`src/tpc_pkg.sv`:
```
// Shared types and constants of the triangle plane clipper.
// No dependencies; every other file of the block but tpc_if imports this package.
`default_nettype none

package tpc_pkg;

    localparam int CW  = 32;          // coordinate and colour width
    localparam int NW  = 18;          // normal component width
    localparam int PW  = CW + NW;     // one normal-by-coordinate product
    localparam int SW  = PW + 2;      // sum of three products
    localparam int DW  = SW + 1;      // signed distance
    localparam int EW  = DW + 1;      // numerator and denominator of the lerp
    localparam int MW  = CW + 1;      // magnitude of a coordinate difference
    localparam int NMW = DW;          // magnitude of the numerator
    localparam int QW  = 36;          // quotient bits produced by the divider
    localparam int QCW = 35;          // clamped quotient width
    localparam int LERP_LAT = QW + 4; // register stages through one lerp lane

    localparam logic [QCW-1:0] QLIM = QCW'(64'h4_0000_0000);

    localparam logic [2:0] CFG_POINT_X = 3'd0;
    localparam logic [2:0] CFG_POINT_Y = 3'd1;
    localparam logic [2:0] CFG_POINT_Z = 3'd2;
    localparam logic [2:0] CFG_NORM_X  = 3'd3;
    localparam logic [2:0] CFG_NORM_Y  = 3'd4;
    localparam logic [2:0] CFG_NORM_Z  = 3'd5;
    localparam logic [2:0] CFG_SHOW    = 3'd6;

    localparam logic [CW-1:0] COL_GREEN = 32'hFF00FF00;
    localparam logic [CW-1:0] COL_RED   = 32'hFF0000FF;
    localparam logic [CW-1:0] COL_BLUE  = 32'hFFFF0000;

    typedef logic signed [CW-1:0] coord_t;
    typedef logic signed [DW-1:0] dist_t;
    typedef coord_t [2:0] vec_t;      // [0] x, [1] y, [2] z

    typedef struct packed {
        coord_t          a_x;
        coord_t          a_y;
        coord_t          a_z;
        coord_t          b_x;
        coord_t          b_y;
        coord_t          b_z;
        coord_t          c_x;
        coord_t          c_y;
        coord_t          c_z;
        logic [CW-1:0]   a_color;
        logic [CW-1:0]   b_color;
        logic [CW-1:0]   c_color;
    } tri_in_t;

    typedef struct packed {
        coord_t          out_x;
        coord_t          out_y;
        coord_t          out_z;
        logic [CW-1:0]   out_color;
        logic [1:0]      corner;
        logic            last;
    } vtx_out_t;

    typedef struct packed {
        coord_t              px;
        coord_t              py;
        coord_t              pz;
        logic signed [NW-1:0] nx;
        logic signed [NW-1:0] ny;
        logic signed [NW-1:0] nz;
    } plane_t;

    typedef enum logic [1:0] {
        CLIP_NONE,
        CLIP_ALL,
        CLIP_TWO,
        CLIP_ONE
    } clip_case_t;

    // Vertices and colours in emission order: kept corners first, then cut ones
    typedef struct packed {
        clip_case_t            mode;
        vec_t [2:0]            p;
        logic [2:0][CW-1:0]    k;
    } plan_t;

    typedef struct packed {
        coord_t                s;
        logic signed [CW:0]    delta;
        logic signed [EW-1:0]  num;
        logic signed [EW-1:0]  den;
    } lerp_in_t;

endpackage

`default_nettype wire

```
`src/tpc_emit.sv`:
```
// Output register stage: holds one clipped triangle plan and sends its
// vertices one request per cycle while out_ready is high. Depends on tpc_pkg.
`default_nettype none

module tpc_emit (
    input  logic               clk,
    input  logic               rst_n,
    input  logic               in_valid,
    input  tpc_pkg::plan_t     in_plan,
    input  tpc_pkg::vec_t      in_x0,
    input  tpc_pkg::vec_t      in_x1,
    input  logic               show,
    output logic               take,
    output logic               out_valid,
    output tpc_pkg::vtx_out_t  out_data,
    input  logic               out_ready
);
    import tpc_pkg::*;

    logic        busy_reg, busy_next;
    logic [2:0]  idx_reg, idx_next;
    plan_t       plan_reg;
    vec_t        x0_reg, x1_reg;
    logic        final_slot;
    logic        load;
    vec_t        pos;
    logic [CW-1:0] col;
    logic [1:0]  corner;
    logic [2:0]  last_idx;

    assign last_idx   = (plan_reg.mode == CLIP_TWO) ? 3'd5 : 3'd2;
    assign final_slot = busy_reg && out_ready && (idx_reg == last_idx);
    assign take       = !busy_reg || final_slot;
    assign load       = take && in_valid && (in_plan.mode != CLIP_NONE);

    always_comb
    begin
        busy_next = busy_reg;
        idx_next  = idx_reg;
        if (load)
        begin
            busy_next = 1'b1;
            idx_next  = '0;
        end
        else if (final_slot)
        begin
            busy_next = 1'b0;
        end
        else if (busy_reg && out_ready)
        begin
            idx_next = idx_reg + 3'd1;
        end
    end

    always_ff @(posedge clk or negedge rst_n)
    begin
        if (!rst_n)
        begin
            busy_reg <= 1'b0;
            idx_reg  <= '0;
        end
        else
        begin
            busy_reg <= busy_next;
            idx_reg  <= idx_next;
        end
    end

    always_ff @(posedge clk)
    begin
        if (load)
        begin
            plan_reg <= in_plan;
            x0_reg   <= in_x0;
            x1_reg   <= in_x1;
        end
    end

    always_comb
    begin
        pos    = plan_reg.p[0];
        col    = plan_reg.k[0];
        corner = idx_reg[1:0];
        case (plan_reg.mode)
            CLIP_ALL:
            begin
                case (idx_reg)
                    3'd1:    begin pos = plan_reg.p[1]; col = plan_reg.k[1]; end
                    3'd2:    begin pos = plan_reg.p[2]; col = plan_reg.k[2]; end
                    default: begin pos = plan_reg.p[0]; col = plan_reg.k[0]; end
                endcase
            end
            CLIP_ONE:
            begin
                case (idx_reg)
                    3'd1:    begin pos = x0_reg; col = plan_reg.k[1]; end
                    3'd2:    begin pos = x1_reg; col = plan_reg.k[2]; end
                    default: begin pos = plan_reg.p[0]; col = plan_reg.k[0]; end
                endcase
                if (show)
                    col = COL_BLUE;
            end
            CLIP_TWO:
            begin
                // first triangle kept a, kept b, cut a; second kept b, cut a, cut b
                case (idx_reg)
                    3'd1:    begin pos = plan_reg.p[1]; col = plan_reg.k[1]; end
                    3'd2:    begin pos = x0_reg;        col = plan_reg.k[2]; end
                    3'd3:    begin pos = plan_reg.p[1]; col = plan_reg.k[1]; end
                    3'd4:    begin pos = x0_reg;        col = plan_reg.k[2]; end
                    3'd5:    begin pos = x1_reg;        col = plan_reg.k[2]; end
                    default: begin pos = plan_reg.p[0]; col = plan_reg.k[0]; end
                endcase
                if (idx_reg > 3'd2)
                    corner = 2'(idx_reg - 3'd3);
                if (show)
                    col = (idx_reg > 3'd2) ? COL_RED : COL_GREEN;
            end
            default:
            begin
                pos = plan_reg.p[0];
            end
        endcase
    end

    assign out_valid          = busy_reg;
    assign out_data.out_x     = pos[0];
    assign out_data.out_y     = pos[1];
    assign out_data.out_z     = pos[2];
    assign out_data.out_color = col;
    assign out_data.corner    = corner;
    assign out_data.last      = (idx_reg == last_idx);

endmodule

`default_nettype wire

```
`config.mk`:
```
export PLATFORM = sky130hd
export DESIGN_NAME = tpc_emit
export DESIGN_NICKNAME = d
export VERILOG_FILES = /design/src/tpc_pkg.sv /design/src/tpc_emit.sv
export SDC_FILE = /design/constraint.sdc
export NUM_CORES = 1
export LEC_CHECK = 0
export BUFFER_PORTS_ARGS = -buffer_cell sky130_fd_sc_hd__buf_2
export CORE_AREA = 3 3 275 277
export DETAILED_ROUTE_END_ITERATION = 6
export DIE_AREA = 0 0 278 280
export GPL_TIMING_DRIVEN = 0
export PLACE_DENSITY_LB_ADDON = 0.25
export SYNTH_ARGS = -nofsm -noshare
export SYNTH_HDL_FRONTEND = slang
export SYNTH_SLANG_ARGS = --single-unit
```
`constraint.sdc`:
```
create_clock -name clk -period 30 [get_ports clk]
set_input_delay 3 -clock clk [delete_from_list [all_inputs] [get_ports clk]]
set_output_delay 3 -clock clk [all_outputs]
set_load 0.05 [all_outputs]
```
==> impl_metrics.env <==
export IMPL_route_vias_total=23300
export IMPL_crit_required_ns=27.00
export IMPL_dp_hpwl_um=82100
export IMPL_peakVddDrop_v=0.0000588
export IMPL_largest_reg_flops=386
export IMPL_slowest_delay_ns=0.46
export IMPL_power_density_nw_per_um2=106
export IMPL_async_reset_ff_share_pct=0.687
export IMPL_rrSetupSlack_ns=26.35
export IMPL_holdPathStages=1
export IMPL_r2r_start="idx_reg[2]$_DFFE_PN0P_"
export IMPL_drtPass1Iterations=7
export IMPL_end_kind="primary output"
export IMPL_avgRoutedWirePerCell_um=29.7
export IMPL_ios=716
export IMPL_syn_nets=2509
export IMPL_reg2regPathDepth=10
export IMPL_leakagePower_nw=12.1
export IMPL_drt_wl_total_um=112000
export IMPL_synth_warnings=0
export IMPL_synth_area_leaders="edfxtp_1 (67%), a22oi_1 (6.9%), a222oi_1 (3.7%), o21ai_0 (2.8%), a21oi_1 (2.4%)"
export IMPL_die_x_um=278
export IMPL_synthesis_area_sq_um=26100
export IMPL_routabilityCongestion=0.905
export IMPL_synth_distinct_cells=52
export IMPL_min_path_type="flip-flop to flip-flop"
export IMPL_drive_above_1_share_pct=32.2
export IMPL_grt_start_max_net_pins=34
export IMPL_drc=21
export IMPL_clk_pin_slew_ns=0.06
export IMPL_ys_seq_elements=582
export IMPL_r2r_end="plan_reg[185]$_DFFE_PP_"
export IMPL_grt_overflow=0
export IMPL_holdBufCountCts=0
export IMPL_area_delta_synth_final_pct=29.2
export IMPL_seq_area_sq_um=17500
export IMPL_cts_max_level=3
export IMPL_coreArea_sq_um=73100
export IMPL_final_cell_mix="buf_2 (751), edfxtp_1 (578), a22oi_1 (240)"
export IMPL_io_buffers=715
export IMPL_crit_chain="buf_2 -> nand2_1 -> clkbuf_1 -> nand2_1 -> clkbuf_1 -> o221ai_1 -> buf_2"
export IMPL_initial_core_util_pct=35.7
export IMPL_cts_made_buffers=66
export IMPL_crit_family="buffers and inverters"
export IMPL_critical_path_class="primary input to primary output"
export IMPL_hold_end="idx_reg[1]$_DFFE_PN0P_"
export IMPL_layout_commonest_cell="buf_2"
export IMPL_fillCellCount=6726
export IMPL_cp_arrival_ns=4.97
export IMPL_power_w=0.00357
export IMPL_crit_buf_inv=4
export IMPL_cts_setup_buffers=0
export IMPL_drt_iter0_drc=3561
export IMPL_cts_resized_gates=0
export IMPL_worstMarginPinSlew_ns=1.24
export IMPL_grt_pass1_wl_um=158000
export IMPL_rsz0062_at_grt="false"
export IMPL_vias_per_cell=6.15
export IMPL_report_final_hold_viol_count=0
export IMPL_num_rows=99
export IMPL_finClkSkew_ns=0.0394
export IMPL_final_max_slew_violation_count=0
export IMPL_synth_edf_count=578
export IMPL_multi_input_area_sq_um=7570
export IMPL_die_h_um=280
export IMPL_fin_crit_ns=7.97
export IMPL_grt_pass1_vias=23200
export IMPL_syn_area_per_cell_sq_um=13.6
export IMPL_grt_usage_pct=27.5
export IMPL_clkLatencyLatePin_ns=0.64
export IMPL_status="finished with violations"
export IMPL_seq_area_frac_synth_pct=67.0
export IMPL_clock_sinks=582
export IMPL_yosys_area_top_type_share_pct=66.6
export IMPL_hp_start="idx_reg[1]$_DFFE_PN0P_"
export IMPL_antenna_found_initial=69
export IMPL_cap_violations=0
export IMPL_syn_inst=1921
export IMPL_violations="DRC"
export IMPL_die_area_sq_um=77800
export IMPL_start_kind="primary input"
export IMPL_cts_root_buf="clkbuf_16"
export IMPL_setup_tns_final_ns=0
export IMPL_slew_headroom_pct=16.1
export IMPL_max_freq_mhz=125
export IMPL_synth_ff_type="edfxtp_1"
export IMPL_antenna_left=0
export IMPL_cts_buffer_depth=3
export IMPL_crit_fanout=10
export IMPL_fin_nets=3314
export IMPL_finalSetupViolations=0
export IMPL_synth_top_area_cell="edfxtp_1"
export IMPL_cts_tree="yes"
export IMPL_cp_slowest_cell="clkbuf_1"
export IMPL_post_route_period_util_pct=26.6
==> cell usage after synthesis, drive strengths merged, types with 2 or more instances <==
| library cell | n |
|---|---|
| edfxtp | 578 |
| a22oi | 240 |
| o21ai | 146 |
| a21oi | 126 |
| clkbuf | 125 |
| a222oi | 96 |
| buf | 77 |
| nand3 | 76 |
| nor2 | 76 |
| a22o | 59 |
| o32a | 58 |
| o221ai | 46 |
| inv | 42 |
| a31oi | 38 |
| a221oi | 24 |
| nand2 | 23 |
| a21o | 19 |
| a32o | 10 |
| o2bb2ai | 8 |
| a211oi | 6 |
| and2 | 6 |
| ha | 5 |
| nor2b | 5 |
| dfrtp | 4 |
| nand2b | 3 |
| o21a | 3 |
| nor3 | 2 |
| o21bai | 2 |
| or2 | 2 |
| or3b | 2 |
==> report_power, final <==
part           internal [W]  switching, W  total (W)
clock network      0.000467      0.000354   0.000821
registers           0.00100     0.0000464    0.00105
logic              0.000472       0.00123    0.00170
==> through the flow <==
stage | cell area [sq um] | std cells | setup WS, ns | utilization [%] | hold slack, ns
after floorplan | 26100 | 1921 | 10.54 | - | 0.566
after global placement | 30800 | 3595 | 4.25 | 42.2 | 0.607
after detailed placement | 31300 | 3617 | 22.03 | 42.9 | 0.641
after CTS | 33500 | 3737 | 22.03 | 45.9 | 0.674
after global routing | 33700 | 3786 | 21.93 | 46.1 | 0.698
final | 33700 | 3791 | 22.03 | 46.1 | 0.674
==> worst max path at each step <==
stage                            end  cells after the start         start  slack, ns
3_3_place_gp    x1_reg[38]$_DFFE_PP_                      3  in_plan[385]       4.25
6_report                 out_data[9]                      7          show      22.03
2_1_floorplan  plan_reg[0]$_DFFE_PP_                      2  in_plan[385]      10.54
3_5_place_dp             out_data[9]                      6          show      22.03
5_1_grt                 out_data[34]                      8          show      21.93
4_1_cts                  out_data[9]                      6          show      22.03
==> area by class of cell <==
class / instances / share of cell area [%]
plain buffers: 202 / 2.63
repair buffers: 737 / 12.1
inverters: 42 / 0.468
flip-flops and latches: 582 / 51.8
clock buffers: 78 / 5.04
diodes: 54 / 0.401
clock inverters: 42 / 1.49
multi-input cells: 1095 / 22.5
well taps: 959 / 3.56
==> worst reg2reg max path: stages (launching register included) <==
cell	delay, ns
dfrtp_1	0.43
buf_6	0.16
or3b_2	0.49
o32ai_2	0.26
nand2_1	0.22
a21oi_4	0.62
buf_12	0.29
buf_12	0.23
buf_12	0.24
buf_16	0.22
buf_12	0.21
==> cell families (layout without fill, tap and decap cells) <==
family                     Yosys count  count (layout)  share of synthesized area [%]
AOI/OAI and AO/OA                  888             888                           25.1
DFF                                582             582                           67.0
buffers and inverters              244            1101                           4.00
and+or+nand+nor                    200             200                           3.58
adders and majority gates            5               5                          0.240
xor gates and xnor gates             1               1                         0.0336
muxes                                1               1                         0.0576
other                                0              54                              0
==> routing by layer <==
metal,global-route usage (%),wire length (um)
met1,34.3,41500
met2,44.9,54000
met3,5.88,11000
met4,14.7,5710
met5,0,172
Note: power is estimated with default switching activity, not from simulation.
